[config.mk]
export PLATFORM = sky130hd
export DESIGN_NAME = binary_morphology_3x3
export DESIGN_NICKNAME = d
export VERILOG_FILES = /design/src/rtl/bm3_pkg.sv /design/src/rtl/binary_morphology_3x3.sv /design/src/rtl/bm3_ram.sv /design/src/rtl/bm3_window.sv /design/src/rtl/bm3_out_fifo.sv
export SDC_FILE = /design/constraint.sdc
export NUM_CORES = 2
export LEC_CHECK = 0
export BUFFER_PORTS_ARGS = -buffer_cell sky130_fd_sc_hd__buf_4
export CORE_UTILIZATION = 30
export DETAILED_ROUTE_END_ITERATION = 12
export PLACE_DENSITY = 0.41
export RECOVER_POWER = 25
export SLEW_MARGIN = 30
export SYNTH_ARGS = -nofsm -noshare
export SYNTH_HDL_FRONTEND = slang
export SYNTH_MEMORY_MAX_BITS = 65536
export SYNTH_SLANG_ARGS = --single-unit
[constraint.sdc]
create_clock -name i_clk -period 32.2 [get_ports i_clk]
set_input_delay 1.61 -clock i_clk [delete_from_list [all_inputs] [get_ports i_clk]]
set_output_delay 1.61 -clock i_clk [all_outputs]
set_load 0.01 [all_outputs]
[src/rtl/bm3_pkg.sv]
// Shared types, register codes and constants for the 3x3 binary morphology block.
`timescale 1ns / 1ps
`default_nettype none

package bm3_pkg;

    // Field and register widths
    localparam int FW_W        = 11;
    localparam int FH_W        = 16;
    localparam int MODE_W      = 3;
    localparam int MASK_W      = 9;
    localparam int CFG_AW      = 3;
    localparam int CFG_DW      = 16;
    localparam int PIX_W       = 8;
    localparam int FLAG_W      = 2;
    localparam int ROW_ENTRY_W = 2 * FLAG_W;
    localparam int WIN_W       = 9 * FLAG_W;

    // Output queue depth and its pointer width
    localparam int OUT_DEPTH = 3;
    localparam int OUT_PW    = 2;

    // Pixel levels
    localparam logic [PIX_W-1:0] PIX_FG = 8'd255;
    localparam logic [PIX_W-1:0] PIX_BG = 8'd0;

    // Flag bits kept per pixel
    localparam int FLAG_BG_BIT = 0;
    localparam int FLAG_FG_BIT = 1;

    // Register indexes
    localparam logic [CFG_AW-1:0] CFG_FRAME_WIDTH  = 3'd0;
    localparam logic [CFG_AW-1:0] CFG_FRAME_HEIGHT = 3'd1;
    localparam logic [CFG_AW-1:0] CFG_OP_MODE      = 3'd2;
    localparam logic [CFG_AW-1:0] CFG_HIT_MASK     = 3'd3;
    localparam logic [CFG_AW-1:0] CFG_MISS_MASK    = 3'd4;

    // Register reset values
    localparam logic [FW_W-1:0]   RST_FRAME_WIDTH  = 11'd640;
    localparam logic [FH_W-1:0]   RST_FRAME_HEIGHT = 16'd480;
    localparam logic [MODE_W-1:0] RST_OP_MODE      = 3'd0;
    localparam logic [MASK_W-1:0] RST_HIT_MASK     = 9'd186;
    localparam logic [MASK_W-1:0] RST_MISS_MASK    = 9'd0;

    // Operation codes
    localparam logic [MODE_W-1:0] MODE_ERODE       = 3'd0;
    localparam logic [MODE_W-1:0] MODE_DILATE      = 3'd1;
    localparam logic [MODE_W-1:0] MODE_HIT_MISS    = 3'd2;
    localparam logic [MODE_W-1:0] MODE_INNER_EDGE  = 3'd3;
    localparam logic [MODE_W-1:0] MODE_OUTER_EDGE  = 3'd4;
    localparam logic [MODE_W-1:0] MODE_BOTH_EDGE   = 3'd5;

    // Input kinds
    localparam logic OP_PIXEL = 1'b0;
    localparam logic OP_DRAIN = 1'b1;

    // Control carried from the position stage to the window stage
    typedef struct packed {
        logic              emit;
        logic              frame_end;
        logic [MASK_W-1:0] pts_ok;
        logic [FLAG_W-1:0] newf;
        logic              fwd;
    } t_s1_ctrl;

    // One result word
    typedef struct packed {
        logic             frame_end;
        logic [PIX_W-1:0] pixel;
    } t_out_word;

endpackage

`default_nettype wire

[src/rtl/binary_morphology_3x3.sv]
// A result word passes the window stage register and then the result queue.
// Results trail the pixels by frame_width+1 words; drain words flush the last ones.
// Throughput: one word per cycle while the result queue has room; the row store takes
// one read and one write a cycle. A 3-entry result queue absorbs master-side stalls.
// Reset (i_rst_n low, synchronous): clears positions, window and queue, loads the
// register defaults; the row store is not cleared and needs no clearing pass.
`timescale 1ns / 1ps
`default_nettype none

module binary_morphology_3x3 import bm3_pkg::*; #(
    parameter int MAX_WIDTH = 1024
) (
    input  wire logic              i_clk,
    input  wire logic              i_rst_n,
    // configuration write port
    input  wire logic              i_cfg_we,
    input  wire logic [CFG_AW-1:0] i_cfg_addr,
    input  wire logic [CFG_DW-1:0] i_cfg_data,
    // input words
    input  wire logic              s_axis_tvalid,
    output logic                   s_axis_tready,
    input  wire logic [PIX_W-1:0]  s_axis_tdata,  // [7:0] pixel_value
    input  wire logic [0:0]        s_axis_tuser,  // [0] operation
    // result words
    output logic                   m_axis_tvalid,
    input  wire logic              m_axis_tready,
    output logic [PIX_W-1:0]       m_axis_tdata,  // [7:0] pixel_out
    output logic                   m_axis_tlast   // frame_end
);

    localparam int AW = $clog2(MAX_WIDTH);
    localparam int CW = $clog2(MAX_WIDTH + 1);
    localparam int WW = (CW > FW_W) ? CW : FW_W;
    localparam logic [WW-1:0] MAXW = WW'(MAX_WIDTH);

    // Configuration registers
    logic [FW_W-1:0]   r_frame_width;
    logic [FH_W-1:0]   r_frame_height;
    logic [MODE_W-1:0] r_op_mode;
    logic [MASK_W-1:0] r_hit_mask;
    logic [MASK_W-1:0] r_miss_mask;

    // Stream positions
    logic [AW-1:0]   r_in_col;
    logic [FH_W-1:0] r_in_row;
    logic [AW-1:0]   r_out_col;
    logic [FH_W-1:0] r_out_row;

    // Window stage inputs
    logic          r_s1_valid;
    t_s1_ctrl      r_s1_ctrl;
    logic [AW-1:0] r_s1_col;

    logic [WW-1:0]   w_eff;
    logic [FH_W-1:0] h_eff;
    logic            acc;
    logic            live;
    logic            draining;
    logic            emit;
    logic [WW:0]     in_col_p1;
    logic            in_wrap;
    logic [WW:0]     out_col_p1;
    logic [FH_W:0]   out_row_p1;
    logic            ok_left;
    logic            ok_right;
    logic            ok_up;
    logic            ok_down;
    logic            fe;
    t_s1_ctrl        ctrl;

    logic                   ram_we;
    logic [AW-1:0]          ram_waddr;
    logic [ROW_ENTRY_W-1:0] ram_wdata;
    logic [ROW_ENTRY_W-1:0] ram_rdata;
    logic                   push;
    t_out_word              push_word;
    t_out_word              out_word;
    logic [OUT_PW-1:0]      q_count;
    logic [OUT_PW:0]        q_pending;

    // Write configuration
    always_ff @(posedge i_clk) begin
        if (!i_rst_n) begin
            r_frame_width  <= RST_FRAME_WIDTH;
            r_frame_height <= RST_FRAME_HEIGHT;
            r_op_mode      <= RST_OP_MODE;
            r_hit_mask     <= RST_HIT_MASK;
            r_miss_mask    <= RST_MISS_MASK;
        end else if (i_cfg_we) begin
            case (i_cfg_addr)
                CFG_FRAME_WIDTH:  r_frame_width  <= i_cfg_data[FW_W-1:0];
                CFG_FRAME_HEIGHT: r_frame_height <= i_cfg_data[FH_W-1:0];
                CFG_OP_MODE:      r_op_mode      <= i_cfg_data[MODE_W-1:0];
                CFG_HIT_MASK:     r_hit_mask     <= i_cfg_data[MASK_W-1:0];
                CFG_MISS_MASK:    r_miss_mask    <= i_cfg_data[MASK_W-1:0];
                default: ;
            endcase
        end
    end

    // Clamp frame size
    always_comb begin
        if (r_frame_width == '0) begin
            w_eff = WW'(1);
        end else if (WW'(r_frame_width) > MAXW) begin
            w_eff = MAXW;
        end else begin
            w_eff = WW'(r_frame_width);
        end
        h_eff = (r_frame_height == '0) ? FH_W'(1) : r_frame_height;
    end

    // Accept while the queue has room for everything in flight
    assign q_pending     = {1'b0, q_count} + (OUT_PW+1)'(r_s1_valid && r_s1_ctrl.emit);
    assign s_axis_tready = (q_pending < (OUT_PW+1)'(OUT_DEPTH));
    assign acc           = s_axis_tvalid && s_axis_tready;

    // Drop drain words that arrive before the frame is complete
    assign draining = (r_in_row >= h_eff);
    assign live     = acc && (draining || (s_axis_tuser[0] != OP_DRAIN));

    // Positions and boundary tests
    assign emit       = (r_in_row >= FH_W'(2)) || (r_in_row == FH_W'(1) && r_in_col != '0);
    assign in_col_p1  = (WW+1)'(r_in_col) + 1'b1;
    assign in_wrap    = (in_col_p1 >= {1'b0, w_eff});
    assign out_col_p1 = (WW+1)'(r_out_col) + 1'b1;
    assign out_row_p1 = {1'b0, r_out_row} + 1'b1;
    assign ok_left    = (r_out_col != '0);
    assign ok_right   = (out_col_p1 < {1'b0, w_eff});
    assign ok_up      = (r_out_row != '0);
    assign ok_down    = (out_row_p1 < {1'b0, h_eff});
    assign fe         = !ok_right && !ok_down;

    always_comb begin
        ctrl.emit      = emit;
        ctrl.frame_end = fe;
        for (int k = 0; k < MASK_W; k++) begin
            ctrl.pts_ok[k] = !((k % 3 == 0) && !ok_left)  &&
                             !((k % 3 == 2) && !ok_right) &&
                             !((k / 3 == 0) && !ok_up)    &&
                             !((k / 3 == 2) && !ok_down);
        end
        if (draining) begin
            ctrl.newf = '0;
        end else begin
            ctrl.newf[FLAG_BG_BIT] = (s_axis_tdata == PIX_BG);
            ctrl.newf[FLAG_FG_BIT] = (s_axis_tdata == PIX_FG);
        end
        ctrl.fwd = r_s1_valid && (r_s1_col == r_in_col);
    end

    // Advance positions; restart at frame end
    always_ff @(posedge i_clk) begin
        if (!i_rst_n) begin
            r_in_col  <= '0;
            r_in_row  <= '0;
            r_out_col <= '0;
            r_out_row <= '0;
        end else if (live) begin
            if (emit && fe) begin
                r_in_col  <= '0;
                r_in_row  <= '0;
                r_out_col <= '0;
                r_out_row <= '0;
            end else begin
                if (in_wrap) begin
                    r_in_col <= '0;
                    if (r_in_row != '1) begin
                        r_in_row <= r_in_row + 1'b1;
                    end
                end else begin
                    r_in_col <= in_col_p1[AW-1:0];
                end
                if (emit) begin
                    if (!ok_right) begin
                        r_out_col <= '0;
                        if (r_out_row != '1) begin
                            r_out_row <= r_out_row + 1'b1;
                        end
                    end else begin
                        r_out_col <= out_col_p1[AW-1:0];
                    end
                end
            end
        end
    end

    // Hand the word to the window stage
    always_ff @(posedge i_clk) begin
        if (!i_rst_n) begin
            r_s1_valid <= 1'b0;
        end else begin
            r_s1_valid <= live;
        end
    end

    always_ff @(posedge i_clk) begin
        if (live) begin
            r_s1_ctrl <= ctrl;
            r_s1_col  <= r_in_col;
        end
    end

    // Row store: {two rows up, one row up} flags per column
    bm3_ram #(
        .WIDTH (ROW_ENTRY_W),
        .DEPTH (MAX_WIDTH)
    ) u_row_store (
        .i_clk   (i_clk),
        .i_we    (ram_we),
        .i_waddr (ram_waddr),
        .i_wdata (ram_wdata),
        .i_re    (live),
        .i_raddr (r_in_col),
        .o_rdata (ram_rdata)
    );

    bm3_window #(
        .AW (AW)
    ) u_window (
        .i_clk       (i_clk),
        .i_rst_n     (i_rst_n),
        .i_valid     (r_s1_valid),
        .i_ctrl      (r_s1_ctrl),
        .i_col       (r_s1_col),
        .i_rdata     (ram_rdata),
        .i_op_mode   (r_op_mode),
        .i_hit_mask  (r_hit_mask),
        .i_miss_mask (r_miss_mask),
        .o_we        (ram_we),
        .o_waddr     (ram_waddr),
        .o_wdata     (ram_wdata),
        .o_push      (push),
        .o_push_word (push_word)
    );

    bm3_out_fifo u_out_fifo (
        .i_clk   (i_clk),
        .i_rst_n (i_rst_n),
        .i_push  (push),
        .i_word  (push_word),
        .i_ready (m_axis_tready),
        .o_valid (m_axis_tvalid),
        .o_word  (out_word),
        .o_count (q_count)
    );

    assign m_axis_tdata = out_word.pixel;
    assign m_axis_tlast = out_word.frame_end;

endmodule

`default_nettype wire

[src/rtl/bm3_ram.sv]
// Generic single-write, single-read synchronous RAM with registered read data.
`timescale 1ns / 1ps
`default_nettype none

module bm3_ram #(
    parameter int WIDTH = 4,
    parameter int DEPTH = 1024
) (
    input  wire logic                     i_clk,
    input  wire logic                     i_we,
    input  wire logic [$clog2(DEPTH)-1:0] i_waddr,
    input  wire logic [WIDTH-1:0]         i_wdata,
    input  wire logic                     i_re,
    input  wire logic [$clog2(DEPTH)-1:0] i_raddr,
    output logic      [WIDTH-1:0]         o_rdata
);

    logic [WIDTH-1:0] r_mem [DEPTH];

    // Write and read; a read of the address written in the same cycle sees old data
    always_ff @(posedge i_clk) begin
        if (i_we) begin
            r_mem[i_waddr] <= i_wdata;
        end
        if (i_re) begin
            o_rdata <= r_mem[i_raddr];
        end
    end

endmodule

`default_nettype wire

[src/rtl/bm3_window.sv]
// Window stage: row store write-back, 3x3 window shift and morphology result.
`timescale 1ns / 1ps
`default_nettype none

module bm3_window import bm3_pkg::*; #(
    parameter int AW = 10
) (
    input  wire logic                   i_clk,
    input  wire logic                   i_rst_n,
    input  wire logic                   i_valid,
    input  wire t_s1_ctrl               i_ctrl,
    input  wire logic [AW-1:0]          i_col,
    input  wire logic [ROW_ENTRY_W-1:0] i_rdata,
    input  wire logic [MODE_W-1:0]      i_op_mode,
    input  wire logic [MASK_W-1:0]      i_hit_mask,
    input  wire logic [MASK_W-1:0]      i_miss_mask,
    output logic                        o_we,
    output logic [AW-1:0]               o_waddr,
    output logic [ROW_ENTRY_W-1:0]      o_wdata,
    output logic                        o_push,
    output t_out_word                   o_push_word
);

    logic [WIN_W-1:0]       r_win;
    logic [ROW_ENTRY_W-1:0] r_last_wdata;

    logic [ROW_ENTRY_W-1:0] src;
    logic [FLAG_W-1:0]      top_f;
    logic [FLAG_W-1:0]      mid_f;
    logic [WIN_W-1:0]       nw;
    logic [2:0][FLAG_W-1:0] incoming;
    logic [MASK_W-1:0]      f_bg;
    logic [MASK_W-1:0]      f_fg;
    logic                   erode_ok;
    logic                   dilate_ok;
    logic                   miss_ok;
    logic                   res;

    // Take the entry just written when the read raced the write
    assign src   = i_ctrl.fwd ? r_last_wdata : i_rdata;
    assign top_f = src[2*FLAG_W-1:FLAG_W];
    assign mid_f = src[FLAG_W-1:0];

    // Age the row stores: middle row moves to top, new pixel becomes middle
    assign o_we    = i_valid;
    assign o_waddr = i_col;
    assign o_wdata = {mid_f, i_ctrl.newf};

    // Shift the window left, new column enters on the right
    always_comb begin
        incoming[0] = top_f;
        incoming[1] = mid_f;
        incoming[2] = i_ctrl.newf;
        for (int r = 0; r < 3; r++) begin
            nw[(r*3)*FLAG_W   +: FLAG_W] = r_win[(r*3+1)*FLAG_W +: FLAG_W];
            nw[(r*3+1)*FLAG_W +: FLAG_W] = r_win[(r*3+2)*FLAG_W +: FLAG_W];
            nw[(r*3+2)*FLAG_W +: FLAG_W] = incoming[r];
        end
    end

    // Point tests over the window
    always_comb begin
        for (int k = 0; k < MASK_W; k++) begin
            f_bg[k] = nw[k*FLAG_W + FLAG_BG_BIT];
            f_fg[k] = nw[k*FLAG_W + FLAG_FG_BIT];
        end
        erode_ok  = &(~i_hit_mask | (i_ctrl.pts_ok & ~f_bg));
        dilate_ok = |(i_hit_mask & i_ctrl.pts_ok & f_fg);
        miss_ok   = &(~i_miss_mask | (i_ctrl.pts_ok & ~f_fg));
    end

    // Select by mode
    always_comb begin
        case (i_op_mode)
            MODE_ERODE:      res = erode_ok;
            MODE_DILATE:     res = dilate_ok;
            MODE_HIT_MISS:   res = erode_ok && miss_ok;
            MODE_INNER_EDGE: res = f_fg[4] && !erode_ok;
            MODE_OUTER_EDGE: res = dilate_ok && f_bg[4];
            MODE_BOTH_EDGE:  res = dilate_ok && !erode_ok;
            default:         res = 1'b0;
        endcase
    end

    assign o_push                = i_valid && i_ctrl.emit;
    assign o_push_word.frame_end = i_ctrl.frame_end;
    assign o_push_word.pixel     = res ? PIX_FG : PIX_BG;

    // Hold the window; clear it at frame end
    always_ff @(posedge i_clk) begin
        if (!i_rst_n) begin
            r_win <= '0;
        end else if (i_valid) begin
            r_win <= (i_ctrl.emit && i_ctrl.frame_end) ? '0 : nw;
        end
    end

    // Keep the last written entry for forwarding
    always_ff @(posedge i_clk) begin
        if (i_valid) begin
            r_last_wdata <= o_wdata;
        end
    end

endmodule

`default_nettype wire

[src/rtl/bm3_out_fifo.sv]
// Small result queue that decouples the window stage from the output handshake.
`timescale 1ns / 1ps
`default_nettype none

module bm3_out_fifo import bm3_pkg::*; (
    input  wire logic        i_clk,
    input  wire logic        i_rst_n,
    input  wire logic        i_push,
    input  wire t_out_word   i_word,
    input  wire logic        i_ready,
    output logic             o_valid,
    output t_out_word        o_word,
    output logic [OUT_PW-1:0] o_count
);

    t_out_word         r_mem [OUT_DEPTH];
    logic [OUT_PW-1:0] r_wr;
    logic [OUT_PW-1:0] r_rd;
    logic [OUT_PW-1:0] r_cnt;
    logic              pop;

    assign o_valid = (r_cnt != '0);
    assign o_word  = r_mem[r_rd];
    assign o_count = r_cnt;
    assign pop     = o_valid && i_ready;

    // Advance pointers and count
    always_ff @(posedge i_clk) begin
        if (!i_rst_n) begin
            r_wr  <= '0;
            r_rd  <= '0;
            r_cnt <= '0;
        end else begin
            if (i_push) begin
                r_wr <= (r_wr == OUT_PW'(OUT_DEPTH - 1)) ? '0 : r_wr + 1'b1;
            end
            if (pop) begin
                r_rd <= (r_rd == OUT_PW'(OUT_DEPTH - 1)) ? '0 : r_rd + 1'b1;
            end
            case ({i_push, pop})
                2'b10:   r_cnt <= r_cnt + 1'b1;
                2'b01:   r_cnt <= r_cnt - 1'b1;
                default: r_cnt <= r_cnt;
            endcase
        end
    end

    // Store the word
    always_ff @(posedge i_clk) begin
        if (i_push) begin
            r_mem[r_wr] <= i_word;
        end
    end

endmodule

`default_nettype wire

==> metrics.cfg <==
[drt]
via_count = 95500
ant_nets = 0
wire_per_inst_um = 36.4
wl_um = 640000
drc_errors = 0
drt_pass1_iterations = 6
via_per_inst = 5.43
drt_first_iter_violations = 11200

[logic_synthesis]
syn_area_per_cell_sq_um = 18.3
ys_warn_count = 0
seq_area_frac_synth = 0.734
synth_seq_cells = 4254
synthFlopType = edfxtp_1
synth-async-reset-ratio = 0
syn_area_sq_um = 172000
synth_edf_count = 4133
syn-num-nets = 9498
netlist_instances = 9402
synth.distinct_cells = 94

[floorplanning]
initial_utilization = 0.301
coreArea_sq_um = 573000
core.rowCount = 278
num_io_pins = 44
die_w_um = 760
die_h_um = 760
fp.dieArea_sq_um = 577000

[setup_path]
crit_arrival_ns = 12.34
endpoint_kind = register
cp.required_ns = 32.44
startpoint_type = register
path_max_fanout = 164
crit_type = register to register

[clocking]
htree_levels = 5
root_buffer = clkbuf_16
tritoncts = done
postCtsHoldBufs = 0
clock_path_buffers = 4
cts_resized = 0
cts_buffers = 464
clk_pin_slew_worst_paths_ns = 0.06
post_cts_buffers = 0
insertion_delay_ns = 1.06
cts_sinks = 4254

[final_layout]
syn_to_final_growth_pct = 13.8
nFillCells = 54100
final_cell_mix = edfxtp_1 (4133), nor2_1 (1136), mux4_2 (765)
regArea_sq_um = 127000
drive_gt1_frac = 0.196
layout.cells.most_common = edfxtp_1
multi_input_area_sq_um = 41900
final_nets = 9692

[placed_design]
dpl.hpwl_um = 401000
routabilityCongestion = 0.840
port_buffers = 43

[power]
design_power_total_uw = 12000
powerDensity_nw_per_um2 = 61.0
p_leak_uw = 0.0591
vdd_drop_max_v = 0.0000503

[sta]
skew_ns = 0.0831
setup_tns_ns = 0
timing.final.crit_share = 0.376
hold_violations = 0
fin_crit_ns = 12.10
finalSetupViolations = 0
drv_slew = 2152
worst_pin_slew_ns = 7.56
rsz0062_at_grt = no
relSlewSlack = -4.04
clock.fmax_ghz = 0.0826

[grt]
grt_pass1_wl_um = 865000
grt_usage = 0.216
grt_max_degree = 185
overflow = 0
antenna_found_initial = 83
grt_pass1_vias = 96300

[run_status]
failed_checks = capacitance limit, slew limit
status = finished, violations left

[flow_run]
maxCapViolCount = 42

[min_path]
min_path_type = register to register

==> cell usage after synthesis, drive strengths merged, types with 6 or more instances <==
| library cell | number | area share |
|---|---|---|
| o211ai | 53 | 0.0023 |
| and3 | 35 | 0.0013 |
| a31oi | 28 | 0.0010 |
| mux4 | 864 | 0.12 |
| a32o | 12 | 0.00070 |
| nor3b | 12 | 0.00052 |
| xor2 | 16 | 0.00081 |
| o221ai | 43 | 0.0022 |
| dfxtp | 121 | 0.014 |
| nand2 | 391 | 0.0085 |
| ha | 63 | 0.0046 |
| mux2 | 30 | 0.0020 |
| a32oi | 12 | 0.00061 |
| a21oi | 192 | 0.0056 |
| nor3 | 59 | 0.0017 |
| inv | 61 | 0.0013 |
| a221o | 25 | 0.0015 |
| a21o | 20 | 0.00087 |
| o2111ai | 23 | 0.0012 |
| nand3 | 168 | 0.0049 |
| nor2b | 32 | 0.0012 |
| a22oi | 147 | 0.0064 |
| o32ai | 7 | 0.00036 |
| xnor2 | 29 | 0.0015 |
| a211oi | 35 | 0.0016 |
| a2111oi | 13 | 0.00073 |
| mux2i | 469 | 0.027 |
| and2 | 16 | 0.00058 |
| clkbuf | 287 | 0.0080 |
| o21ai | 127 | 0.0037 |
| a311oi | 9 | 0.00046 |
| o31ai | 12 | 0.00052 |
| o22ai | 78 | 0.0028 |
| a22o | 8 | 0.00041 |
| nor2 | 1164 | 0.025 |
| nand2b | 15 | 0.00054 |
| edfxtp | 4133 | 0.72 |
| nor4 | 36 | 0.0013 |
| nand4 | 36 | 0.0013 |
| o311ai | 8 | 0.00041 |
| nand4b | 6 | 0.00030 |
| buf | 369 | 0.017 |
| a221oi | 59 | 0.0031 |
| or4 | 6 | 0.00026 |
==> flip-flops by register name, indices dropped and copies added, names as in the netlist, named ones only <==
signal / cells
r_frame_height: 16
r_frame_width: 11
r_hit_mask: 9
r_in_col: 10
r_in_row: 16
r_miss_mask: 9
r_op_mode: 3
r_out_col: 10
r_out_row: 16
r_s1_col: 10
r_s1_ctrl: 13
r_s1_valid: 1
u_out_fifo.o_count: 2
u_out_fifo.r_mem: 6
u_out_fifo.r_rd: 2
u_out_fifo.r_wr: 2
u_row_store.o_rdata: 4
u_row_store.r_mem: 4096
u_window.r_last_wdata: 4
u_window.r_win: 12
==> power by group <==
part | leakage (uW) | internal [uW] | switching [uW]
combinational | 0.0137 | 215 | 406
clock | 0.00716 | 2920 | 2290
sequential | 0.0382 | 6110 | 14.0
==> layout make-up <==
type	count	area share
clock inverter	303	0.0126
timing repair buffer	387	0.0156
antenna	32	0.000409
inverter	64	0.00133
multi-input combinational	4425	0.214
sequential	4254	0.646
clock buffer	563	0.0622
tap	7560	0.0483
==> per-layer routing <==
metal | GRT usage | part of all wire
met4 | 0.0709 | 0.038
met1 | 0.299 | 0.43
met2 | 0.345 | 0.46
met3 | 0.0377 | 0.070
met5 | 0 | 0.000098
==> worst paths after layout <==
kind / endpoint / slack (ns) / startpoint / depth (start not counted)
max: u_row_store.r_mem[72][0] / 20.10 / r_s1_ctrl[1] / 3
min: r_miss_mask[8] / 0.46 / r_miss_mask[8] / 2
max reg2reg: u_row_store.r_mem[72][0] / 20.10 / r_s1_ctrl[1] / 3
min reg2reg: r_miss_mask[8] / 0.46 / r_miss_mask[8] / 2
==> logic make-up after synthesis <==
family	count (synthesis)	share of synthesized area
AOI/OAI and AO/OA	952	0.0386
DFF	4254	0.734
and+or+nand+nor	2002	0.0490
muxes	1363	0.144
adders and majority gates	63	0.00457
xor gates and xnor gates	45	0.00229
buffers and inverters	723	0.0270
==> worst max-delay path, stage by stage, from the launching register on <==
cell      delay, ns
edfxtp_1       0.32
clkbuf_1       2.01
clkbuf_1       5.41
clkbuf_1       3.17
==> through the flow <==
stage	instance area, sq um	instances	utilization	worst slack (ns)	hold WS, ns
after global placement	181000	16700	0.316	24.90	0.444
final	196000	17600	0.342	20.10	0.462
after CTS	196000	17600	0.343	24.92	0.463
after global routing	196000	17600	0.342	18.90	0.477
after detailed placement	182000	16700	0.317	24.95	0.449
after floorplan	172000	9402	-	17.45	0.409
Power figures use the tool's default switching activity.
